--- src/hdl/xeu_pkg.sv ---
// ----------------------------------------------------------------------------
// XML escape with UTF-8 validation: shared package
// Item types, controller commands and status, and the byte tables.
// ----------------------------------------------------------------------------
package xeu_pkg;

    typedef struct packed {
        logic [7:0] in_byte;
        logic       is_last;
    } t_in_item;

    typedef struct packed {
        logic [7:0] out_byte;
        logic       run_last;
        logic       stream_end;
        logic       any_replaced;
    } t_out_item;

    typedef struct packed {
        logic load;
        logic step;
        logic finish;
    } t_cmd;

    typedef struct packed {
        logic halt;
        logic slot_free;
    } t_sts;

    typedef enum logic [2:0] {
        CL_PLAIN = 3'd0,
        CL_ENT   = 3'd1,
        CL_BAD   = 3'd2,
        CL_L2    = 3'd3,
        CL_L3    = 3'd4,
        CL_L4    = 3'd5
    } t_cls;

    localparam logic [7:0] QMARK = 8'h3F;

    function automatic t_cls byte_class(input logic [7:0] b);
        t_cls c;
        if (b < 8'h20) begin
            c = (b == 8'h09 || b == 8'h0A || b == 8'h0D) ? CL_PLAIN : CL_BAD;
        end else if (b < 8'h80) begin
            c = (b == 8'h22 || b == 8'h26 || b == 8'h27 || b == 8'h3C || b == 8'h3E)
                ? CL_ENT : CL_PLAIN;
        end else if (b < 8'hC0) begin
            c = CL_BAD;
        end else if (b < 8'hE0) begin
            c = CL_L2;
        end else if (b < 8'hF0) begin
            c = CL_L3;
        end else if (b < 8'hF8) begin
            c = CL_L4;
        end else begin
            c = CL_BAD;
        end
        return c;
    endfunction

    function automatic logic [2:0] ent_len(input logic [7:0] b);
        logic [2:0] n;
        case (b)
            8'h22:   n = 3'd6;
            8'h26:   n = 3'd5;
            8'h27:   n = 3'd6;
            default: n = 3'd4;
        endcase
        return n;
    endfunction

    function automatic logic [7:0] ent_char(input logic [7:0] b, input logic [2:0] j);
        logic [47:0] s;
        logic [7:0]  ch;
        case (b)
            8'h22:   s = "&quot;";
            8'h26:   s = {"&amp;", 8'h00};
            8'h27:   s = "&apos;";
            8'h3C:   s = {"&lt;", 16'h0000};
            default: s = {"&gt;", 16'h0000};
        endcase
        case (j)
            3'd0:    ch = s[47:40];
            3'd1:    ch = s[39:32];
            3'd2:    ch = s[31:24];
            3'd3:    ch = s[23:16];
            3'd4:    ch = s[15:8];
            default: ch = s[7:0];
        endcase
        return ch;
    endfunction

    function automatic logic [7:0] pick(input logic [31:0] v, input logic [2:0] idx);
        logic [7:0] r;
        case (idx)
            3'd0:    r = v[7:0];
            3'd1:    r = v[15:8];
            3'd2:    r = v[23:16];
            3'd3:    r = v[31:24];
            default: r = 8'h00;
        endcase
        return r;
    endfunction

endpackage

--- src/hdl/xeu_ctrl.sv ---
// ----------------------------------------------------------------------------
// XML escape with UTF-8 validation: controller
// Takes one item, then steps the scan until it halts and closes the run.
// ----------------------------------------------------------------------------
module xeu_ctrl (
    input  logic          i_clk,
    input  logic          i_rst_n,
    input  logic          i_in_valid,
    output logic          o_in_stall,
    input  xeu_pkg::t_sts i_sts,
    output xeu_pkg::t_cmd o_cmd
);

    typedef enum logic [1:0] {
        ST_IDLE = 2'b01,
        ST_SCAN = 2'b10
    } t_state;

    t_state r_state, n_state;

    always_comb begin
        n_state      = r_state;
        o_cmd        = '0;
        o_in_stall   = 1'b1;
        case (r_state)
            ST_IDLE: begin
                o_in_stall = 1'b0;
                if (i_in_valid) begin
                    o_cmd.load = 1'b1;
                    n_state    = ST_SCAN;
                end
            end
            ST_SCAN: begin
                if (i_sts.slot_free) begin
                    if (i_sts.halt) begin
                        o_cmd.finish = 1'b1;
                        n_state      = ST_IDLE;
                    end else begin
                        o_cmd.step = 1'b1;
                    end
                end
            end
            default: n_state = ST_IDLE;
        endcase
    end

    always_ff @(posedge i_clk) begin
        if (!i_rst_n) begin
            r_state <= ST_IDLE;
        end else begin
            r_state <= n_state;
        end
    end

endmodule

--- src/hdl/xeu_dp.sv ---
// ----------------------------------------------------------------------------
// XML escape with UTF-8 validation: datapath
// Byte buffer, scan position, character decode, hold and output registers.
// ----------------------------------------------------------------------------
module xeu_dp (
    input  logic               i_clk,
    input  logic               i_rst_n,
    input  xeu_pkg::t_in_item  i_in_item,
    input  xeu_pkg::t_cmd      i_cmd,
    output xeu_pkg::t_sts      o_sts,
    output logic               o_out_valid,
    input  logic               i_out_stall,
    output xeu_pkg::t_out_item o_out_item
);

    logic [7:0]         r_buf [4];
    logic [2:0]         r_n;
    logic [2:0]         r_i;
    logic [2:0]         r_j;
    logic               r_final;
    logic               r_rep;
    logic               r_hv;
    logic [7:0]         r_hold;
    logic               r_ov;
    xeu_pkg::t_out_item r_out;

    logic [31:0]   w_bufv;
    logic [7:0]    w_b0;
    xeu_pkg::t_cls w_cls;
    logic [2:0]    w_avail;
    logic [2:0]    w_c;
    logic [7:0]    w_c1, w_c2, w_c3;
    logic          w_cwait, w_cbad;
    logic [2:0]    w_badk;
    logic [21:0]   w_chr;
    logic          w_vbad;
    logic          w_halt;
    logic [7:0]    w_byte;
    logic          w_done;
    logic [2:0]    w_adv;
    logic          w_setrep;
    logic          w_free;

    assign w_bufv  = {r_buf[3], r_buf[2], r_buf[1], r_buf[0]};
    assign w_b0    = xeu_pkg::pick(w_bufv, r_i);
    assign w_cls   = xeu_pkg::byte_class(w_b0);
    assign w_avail = r_n - r_i;
    assign w_c1    = xeu_pkg::pick(w_bufv, r_i + 3'd1);
    assign w_c2    = xeu_pkg::pick(w_bufv, r_i + 3'd2);
    assign w_c3    = xeu_pkg::pick(w_bufv, r_i + 3'd3);
    assign w_free  = !r_ov || !i_out_stall;

    always_comb begin
        case (w_cls)
            xeu_pkg::CL_L2: w_c = 3'd2;
            xeu_pkg::CL_L3: w_c = 3'd3;
            xeu_pkg::CL_L4: w_c = 3'd4;
            default:        w_c = 3'd1;
        endcase
    end

    always_comb begin
        logic [7:0] cb;
        logic       stop;
        w_cwait = 1'b0;
        w_cbad  = 1'b0;
        w_badk  = 3'd0;
        stop    = 1'b0;
        for (int k = 1; k < 4; k++) begin
            cb = (k == 1) ? w_c1 : ((k == 2) ? w_c2 : w_c3);
            if (!stop && 3'(k) < w_c) begin
                if (3'(k) >= w_avail) begin
                    w_cwait = 1'b1;
                    stop    = 1'b1;
                end else if (cb[7:6] != 2'b10) begin
                    w_cbad = 1'b1;
                    w_badk = 3'(k);
                    stop   = 1'b1;
                end
            end
        end
    end

    always_comb begin
        case (w_c)
            3'd2:    w_chr = {10'd0, w_b0[5:0], w_c1[5:0]};
            3'd3:    w_chr = {5'd0, w_b0[4:0], w_c1[5:0], w_c2[5:0]};
            default: w_chr = {w_b0[3:0], w_c1[5:0], w_c2[5:0], w_c3[5:0]};
        endcase
        case (w_c)
            3'd2:    w_vbad = w_chr < 22'h80;
            3'd3:    w_vbad = w_chr < 22'h800 || (w_chr > 22'hD7FF && w_chr < 22'hE000)
                              || w_chr > 22'hFFFD;
            default: w_vbad = w_chr < 22'h10000 || w_chr > 22'h10FFFF;
        endcase
    end

    always_comb begin
        logic lead;
        logic cut;
        lead     = w_cls == xeu_pkg::CL_L2 || w_cls == xeu_pkg::CL_L3
                   || w_cls == xeu_pkg::CL_L4;
        cut      = w_c > w_avail;
        w_halt   = 1'b0;
        w_byte   = w_b0;
        w_done   = 1'b1;
        w_adv    = 3'd1;
        w_setrep = 1'b0;
        if (r_i >= r_n) begin
            w_halt = 1'b1;
        end else if (lead && !r_final && ({1'b0, w_c} > ({1'b0, w_avail} + 4'd1))) begin
            w_halt = 1'b1;
        end else if (lead && !(r_final && cut) && w_cwait) begin
            w_halt = 1'b1;
        end
        case (w_cls)
            xeu_pkg::CL_PLAIN: begin
                w_byte = w_b0;
            end
            xeu_pkg::CL_ENT: begin
                w_byte   = xeu_pkg::ent_char(w_b0, r_j);
                w_done   = r_j == xeu_pkg::ent_len(w_b0) - 3'd1;
                w_setrep = 1'b1;
            end
            xeu_pkg::CL_L2, xeu_pkg::CL_L3, xeu_pkg::CL_L4: begin
                if (r_final && cut) begin
                    w_byte   = xeu_pkg::QMARK;
                    w_setrep = 1'b1;
                end else if (w_cbad) begin
                    w_byte   = xeu_pkg::QMARK;
                    w_adv    = w_badk + 3'd1;
                    w_setrep = 1'b1;
                end else if (w_vbad) begin
                    w_byte   = xeu_pkg::QMARK;
                    w_adv    = w_c;
                    w_setrep = 1'b1;
                end else begin
                    w_byte = xeu_pkg::pick(w_bufv, r_i + r_j);
                    w_done = r_j == w_c - 3'd1;
                    w_adv  = w_c;
                end
            end
            default: begin
                w_byte   = xeu_pkg::QMARK;
                w_setrep = 1'b1;
            end
        endcase
    end

    assign o_sts.halt      = w_halt;
    assign o_sts.slot_free = w_free;

    always_ff @(posedge i_clk) begin
        if (!i_rst_n) begin
            r_n   <= 3'd0;
            r_rep <= 1'b0;
            r_hv  <= 1'b0;
            r_ov  <= 1'b0;
        end else begin
            if ((i_cmd.step || i_cmd.finish) && r_hv) begin
                r_ov <= 1'b1;
            end else if (r_ov && !i_out_stall) begin
                r_ov <= 1'b0;
            end
            if (i_cmd.load) begin
                r_buf[r_n[1:0]] <= i_in_item.in_byte;
                r_n             <= r_n + 3'd1;
                r_final         <= i_in_item.is_last;
                r_i             <= 3'd0;
                r_j             <= 3'd0;
            end
            if (i_cmd.step) begin
                if (r_hv) begin
                    r_out.out_byte      <= r_hold;
                    r_out.run_last      <= 1'b0;
                    r_out.stream_end    <= 1'b0;
                    r_out.any_replaced  <= 1'b0;
                end
                r_hv   <= 1'b1;
                r_hold <= w_byte;
                if (w_setrep) begin
                    r_rep <= 1'b1;
                end
                if (w_done) begin
                    r_i <= r_i + w_adv;
                    r_j <= 3'd0;
                end else begin
                    r_j <= r_j + 3'd1;
                end
            end
            if (i_cmd.finish) begin
                if (r_hv) begin
                    r_out.out_byte     <= r_hold;
                    r_out.run_last     <= 1'b1;
                    r_out.stream_end   <= r_final;
                    r_out.any_replaced <= r_final && r_rep;
                end
                r_hv <= 1'b0;
                for (int k = 0; k < 3; k++) begin
                    r_buf[k] <= xeu_pkg::pick(w_bufv, r_i + 3'(k));
                end
                r_n <= r_final ? 3'd0 : (w_avail > 3'd3 ? 3'd3 : w_avail);
                if (r_final) begin
                    r_rep <= 1'b0;
                end
            end
        end
    end

    assign o_out_valid = r_ov;
    assign o_out_item  = r_out;

    a_final_clears: assert property (@(posedge i_clk) disable iff (!i_rst_n)
        i_cmd.finish && r_final |=> r_n == 3'd0)
        else $error("Pending bytes remain after the end of a stream.");

    a_final_has_result: assert property (@(posedge i_clk) disable iff (!i_rst_n)
        i_cmd.finish && r_final |-> r_hv)
        else $error("Stream ended without a final item.");

    a_step_not_halted: assert property (@(posedge i_clk) disable iff (!i_rst_n)
        i_cmd.step |-> !w_halt && r_i < r_n)
        else $error("Scan stepped past a halt point.");

    a_end_is_run_last: assert property (@(posedge i_clk) disable iff (!i_rst_n)
        r_ov && r_out.stream_end |-> r_out.run_last)
        else $error("Stream end item is not the last of its run.");

endmodule

--- src/hdl/xml_escape_utf8_validate.sv ---
// Each output byte passes through the hold register and then the output
// register. A new item is taken only while the controller is idle, once the
// previous item's scan has closed its run; output stalls hold the scan.
// Reset: synchronous, active low; clears the buffer count, the replaced flag
// and the hold and output valid flags.
// ----------------------------------------------------------------------------
// XML escape with UTF-8 validation
// Escapes markup characters and replaces invalid UTF-8 and disallowed control bytes with '?' per byte item.
// ----------------------------------------------------------------------------
module xml_escape_utf8_validate (
    input  logic               i_clk,
    input  logic               i_rst_n,
    input  logic               i_in_valid,
    output logic               o_in_stall,
    input  xeu_pkg::t_in_item  i_in_item,
    output logic               o_out_valid,
    input  logic               i_out_stall,
    output xeu_pkg::t_out_item o_out_item
);

    xeu_pkg::t_cmd w_cmd;
    xeu_pkg::t_sts w_sts;

    xeu_ctrl u_ctrl (
        .i_clk      (i_clk),
        .i_rst_n    (i_rst_n),
        .i_in_valid (i_in_valid),
        .o_in_stall (o_in_stall),
        .i_sts      (w_sts),
        .o_cmd      (w_cmd)
    );

    xeu_dp u_dp (
        .i_clk       (i_clk),
        .i_rst_n     (i_rst_n),
        .i_in_item   (i_in_item),
        .i_cmd       (w_cmd),
        .o_sts       (w_sts),
        .o_out_valid (o_out_valid),
        .i_out_stall (i_out_stall),
        .o_out_item  (o_out_item)
    );

endmodule
--- config.mk ---
export PLATFORM = sky130hd
export DESIGN_NAME = xml_escape_utf8_validate
export DESIGN_NICKNAME = d
export VERILOG_FILES = /design/src/hdl/xeu_pkg.sv /design/src/hdl/xeu_ctrl.sv /design/src/hdl/xeu_dp.sv /design/src/hdl/xml_escape_utf8_validate.sv
export SDC_FILE = /design/constraint.sdc
export NUM_CORES = 1
export LEC_CHECK = 0
export BUFFER_PORTS_ARGS = -buffer_cell sky130_fd_sc_hd__buf_2
export CORE_UTILIZATION = 60
export DETAILED_ROUTE_END_ITERATION = 10
export PLACE_DENSITY = 0.78
export SETUP_SLACK_MARGIN = 0.05
export SLEW_MARGIN = 0
export SYNTH_ARGS = -nofsm -noshare
export SYNTH_HDL_FRONTEND = slang
export SYNTH_HIERARCHICAL = 1
export SYNTH_SLANG_ARGS = --single-unit
--- constraint.sdc ---
create_clock -name i_clk -period 6.47 [get_ports i_clk]
set_input_delay 1.294 -clock i_clk [delete_from_list [all_inputs] [get_ports i_clk]]
set_output_delay 1.294 -clock i_clk [all_outputs]
set_load 0.005 [all_outputs]
== Word level (Yosys, flattened, before mapping) ==
Memories as Yosys holds them, arrays and structs flattened.
Index checks and enable logic that the tools add are counted.

* Register bits after elaboration: 34
* Memories: 1
* Output and inout port bits: 13
* RAM bits: 32

{| class="wikitable"
|+ Memories
! name !! depth !! bits a word !! read ports !! clocked after Yosys merged registers in !! write ports !! line !! source
|-
| u_dp.r_buf || 4 || 8 || 4 || 0 || 3 || xeu_dp.sv:16 || <nowiki>logic [7:0] r_buf [4];</nowiki>
|}

* $lt $le $gt $ge: 23
* $add $sub $neg: 12
* Equality and inequality tests: 43
* Reductions and logical operators: 48
* Bitwise gates (word level): 1
* Muxes and demuxes: 113

{| class="wikitable"
|+ Operators with widths
! kind !! count
|-
| one-hot mux 8 bit (4 select lines) || 5
|-
| one-hot mux 37 bit (4 select lines) || 1
|-
| 2-to-1 mux 3 bit || 28
|-
| 2-to-1 mux 8 bit || 10
|-
| 2-to-1 mux 1 bit || 49
|-
| equality test 3 x 2 -> 1 bit, second input constant || 15
|-
| > comparator 22 x 16 -> 1 bit, second input constant || 2
|-
| 2-to-1 mux 11 bit || 4
|-
| one-hot mux 22 bit (2 select lines) || 1
|-
| equality test 8 x 6 -> 1 bit, second input constant || 5
|-
| < comparator 8 bit, second input constant || 5
|-
| one-hot mux 8 bit (5 select lines) || 1
|-
| equality test 8 x 4 -> 1 bit, second input constant || 3
|-
| one-hot mux 8 bit (3 select lines) || 1
|-
| > comparator 22 x 21 -> 1 bit, second input constant || 1
|-
| < comparator 22 x 12 -> 1 bit, second input constant || 1
|-
| < comparator 22 x 16 -> 1 bit, second input constant || 1
|-
| < comparator 22 x 17 -> 1 bit, second input constant || 1
|-
| < comparator 22 x 8 -> 1 bit, second input constant || 1
|-
| equality test 3 x 1 -> 1 bit, second input constant || 7
|-
| zero test 3 bit || 7
|-
| 2-to-1 mux 2 bit || 7
|-
| logical OR 1 bit || 13
|-
| adder 3 x 1 -> 3 bit, second input constant || 4
|-
| other kinds (32) || 67
|}

== Logic depth before layout (Yosys ltp) ==
* Depth in word-level cells: 32
* Mapped depth: 25
* Gate-level depth less buffers: 20

== Cells and area by module ==
Netlist, hierarchy kept.

{| class="wikitable"
|+ By module, submodules not included
! module !! cells an instance !! times used !! area an instance (um2)
|-
| xeu_dp || 587 || 1 || 5592.9
|-
| xeu_ctrl || 12 || 1 || 98.8
|}

== Least setup slack after synthesis ==
No wires, ideal clock.

* Path type: reg2reg
* From: register u_dp.r_i[0]
* To: memory u_dp.r_buf[0][0], enable pin
* Cell stages (with the launch flop): 23
* Period minus slack after synthesis: 5.011 ns
* Path slack: 1.459 ns
* Required time: 6.144 ns
* Data arrival time: 4.685 ns
* Cell sequence: edfxtp_1 > buf_2 > buf_2 > buf_2 > buf_2 > nand2_1 > inv_1 > ha_1 > and2_1 > a221o_1 > nand3_1 > nor2_1 > ha_1 > nand3_1 > o21ai_0 > o32a_1 > o21ai_0 > buf_4 > and3_1 > and2_1 > clkbuf_1 > buf_1 > a21o_1

{| class="wikitable"
|+ RTL lines
! what !! line !! source
|-
| start: declaration || xeu_dp.sv:18 || <nowiki>logic [2:0] r_i;</nowiki>
|-
| start signal: assignment || xeu_dp.sv:185 || <nowiki>r_i <= r_i + w_adv;</nowiki>
|-
| end: declaration || xeu_dp.sv:16 ||
|}

==> impl_results.md <==
- Initial DRC Count: 618
- Clock sinks: 66
- Antenna diodes: 0
- Final setup viols: 0
- Clock latency on the worst-skew pair: 0.36 ns
- WP buf/inv: 3
- Top-area cell type share of the netlist area: 30.6%
- Core area: 9200 um^2
- Critical path cell sequence: buf_4 > nor3b_4 > buf_4 > a221o_1 > nand3_1 > nor2_1 > ha_1 > nand3_1 > o21ai_0 > o32a_1 > o21ai_0 > and3_1 > and2_1 > buf_4 > a21o_1
- Number of global-route vias before repair: 4991
- Critical Path AT: 5.43 ns
- RSZ-0062 raised after global routing: no
- Most used cell, CP: buf_4
- Post-layout net count: 659
- Ys async rst share: 0%
- RD Place Congestion: 1.02
- Port bufs: 25
- Final hold violations: 0
- DRC errors left: 0
- Outcome: completed
- Share of layout cells above drive strength 1: 17.1%
- Drt total wl: 17200 um
- Dpl ws: 1.23 ns
- CP peak stage delay: 0.68 ns
- Crit path from: u_dp/r_i[1]$_DFFE_PP_
- Fin util: 66.5%
- Crit path max-delay family: simple AND/OR/NAND/NOR gates
- Area added between synthesis and finish: 7.50%
- Final Cycle Share: 83.7%
- Critical path startpoint category: register
- Syn Nets: 643
- Gr ovfl total: 0
- Setup TNS: 0 ns
- CP Capture Type: register
- Starting Density: 61.9%
- Worst Path Max Fanout: 22
- Synth unique cells: 87
- Pin count of the biggest net entering global routing: 35
- H-tree depth: 3
- MaxCap Viol Count: 0
- First-pass GRT wire length: 27100 um
- Peak supply drop: 0.142 mV
- CTS tree: done
- Vias per cell: 7.31
- Post-layout min period: 5.42 ns
- Dpl hpwl: 13000 um
- Die Wd: 99.4 um
- Clock Skews: 0.0175 ns
- Post-synthesis sequential area ratio: 33.4%
- Worst min path class: reg2reg
- Avg Synthesized Cell Area: 9.50 um^2
- Slew margin rel.: 17.5%
- Worst reg2reg startpoint: u_dp/r_i[1]$_DFFE_PP_
- Rows: 35
- Leak: 0.00228 uW
- CP required: 6.49 ns
- Inst Count DP: 715
- Initial antenna violation count: 0
- Worst-path clk slew: 0.08 ns
- Die Height: 99.4 um
- Hold path start: u_dp/r_n[2]$_SDFFE_PN0P_
- Worst slew pin tran: 1.23 ns
- Yosys warns: 6
- Number of synthesized flops with an enable pin: 58
- DIE AREA: 9880 um^2
- Ys flop type: edfxtp_1
- Netlist Area Pre-Place: 5690 um^2
- Antenna Nets Post-Route: 0
- Cts repair resizes: 0
- Power Dens Cells: 221 nW/um^2
- Detailed-route via count: 5345
- Overall routing resource usage: 36.2%
- Mapped Cells: 599
- Slowest-stage cell, CP: edfxtp_1
- Clock Root Buffer: clkbuf_8
- # IOs: 26
- Slew Limit Fails: 0
- Final cell count without fillers: 731
- Setup CP Type: reg2reg
- CTS Buf Count: 9
- #FFs+latches synth: 66
- Routed wire per std cell: 23.6 um
- Pre-antenna DRT Iters: 7
- Post-CTS setup buffers: 0
- Hold buffers post-CTS: 0
- Setup ws final: 1.05 ns
- Area leader, netlist: edfxtp_1
- Achievable clock frequency: 185 MHz
- Max clock buf depth: 2
- Top cells by area, synth: edfxtp_1, ha_1, a21oi_1
## area by class of cell
cell class / count / area [um^2]
clock inverters: 6 / 115
flip-flops and latches: 66 / 1900
inverters: 24 / 90.1
clock buffers: 10 / 128
fillers: 757 / 3080
multi-input cells: 475 / 3510
well taps: 111 / 139
repair buffers: 39 / 230
## where the power goes
part / internal, uW / switching, uW / leakage (uW)
Sequential: 484 / 22.6 / 0.000605
Combinational: 156 / 254 / 0.00156
Clock: 258 / 180 / 0.000117
Total: 898 / 457 / 0.00228
## stage by stage
step | power [uW] | hold slack, ns | cell area [um^2]
after CTS | 1340 | 0.474 | 6120
after floorplan | 805 | 0.441 | 5690
after global routing | 1410 | 0.502 | 6120
after detailed placement | 910 | 0.461 | 5880
final | 1350 | 0.474 | 6120
after global placement | 904 | 0.456 | 5880
## cells in the final DEF, fill, tap and decap left out, types with 4 or more instances in the layout
| cell | netlist | layout |
|---|---|---|
| o211ai_1 | 6 | 6 |
| a21o_1 | 11 | 11 |
| nand2_1 | 39 | 39 |
| mux2i_1 | 12 | 12 |
| a22oi_1 | 10 | 10 |
| nand4_1 | 7 | 7 |
| xnor2_1 | 9 | 9 |
| buf_2 | 7 | 25 |
| edfxtp_1 | 58 | 58 |
| a21oi_1 | 47 | 47 |
| o21ai_0 | 26 | 26 |
| o22a_1 | 4 | 4 |
| dfxtp_1 | 8 | 8 |
| mux2_4 | 4 | 4 |
| o22ai_1 | 7 | 7 |
| nor3_1 | 19 | 19 |
| or3_1 | 5 | 5 |
| clkbuf_8 | 0 | 9 |
| mux2_2 | 15 | 15 |
| a222oi_1 | 5 | 5 |
| buf_4 | 5 | 14 |
| a32o_1 | 5 | 5 |
| nand3_1 | 18 | 18 |
| and3b_1 | 5 | 5 |
| o31ai_1 | 4 | 4 |
| ha_1 | 28 | 28 |
| a221oi_1 | 9 | 9 |
| a22o_1 | 12 | 12 |
| or2_2 | 5 | 5 |
| a221oi_2 | 4 | 4 |
| and2_1 | 16 | 16 |
| a221o_1 | 12 | 12 |
| inv_1 | 24 | 24 |
| nor2_1 | 43 | 43 |
| a31oi_1 | 7 | 7 |
| o2111ai_1 | 4 | 4 |
| nor2b_1 | 7 | 7 |
## registers in the layout, summed over array words and instances (netlist names)
name / count
u_dp/o_out_item: 11
u_dp/r_n: 3
u_dp/r_rep: 1
u_dp/r_i: 3
u_dp/r_j: 3
u_dp/o_out_valid: 1
u_ctrl/r_state: 2
u_dp/r_final: 1
u_dp/r_hold: 8
u_dp/r_hv: 1
u_dp/r_buf: 32
## metal layers
layer	global-route usage [%]	wire length [um]
met5	0	0
met4	12.6	581
met3	8.22	1750
met2	55.9	7570
met1	50.2	7340
## tightest hold or removal path, cell delays in order, from the launching register on
cell and delay, ns:
dfxtp_1 0.33, inv_1 0.05, a21oi_1 0.05
## Yosys cell counts, types with 5 or more instances
cell type / n
or3_1: 5
a221oi_1: 9
a221o_1: 12
a22oi_1: 10
nor2b_1: 7
and2_1: 16
nand2_1: 39
o22ai_1: 7
mux2_2: 15
ha_1: 28
a21o_1: 11
clkbuf_1: 16
buf_4: 5
a222oi_1: 5
nor3_1: 19
a32o_1: 5
or2_2: 5
inv_1: 24
a31oi_1: 7
nor2_1: 43
o21ai_0: 26
nand3_1: 18
o211ai_1: 6
dfxtp_1: 8
xnor2_1: 9
a22o_1: 12
edfxtp_1: 58
a21oi_1: 47
mux2i_1: 12
and3b_1: 5
buf_2: 7
nand4_1: 7
## path summary, 6_finish.rpt
check | end | slack, ns | cells past startpoint
setup / recovery | u_dp/r_buf[1][2]$_DFFE_PP_ | 1.05 | 15
hold / removal | u_dp/r_n[2]$_SDFFE_PN0P_ | 0.47 | 2
setup reg to reg | u_dp/r_buf[1][2]$_DFFE_PP_ | 1.05 | 15
hold reg to reg | u_dp/r_n[2]$_SDFFE_PN0P_ | 0.47 | 2
## cell families after synthesis
family / Yosys count / synth area share [%]
mux: 33 / 6.53
buf+inv: 58 / 4.84
fa+ha+maj: 31 / 7.21
flops: 66 / 33.4
simple gates: 191 / 17.8
xor+xnor: 10 / 1.54
compound gates: 210 / 28.7
(Power assumes the default switching activity.)
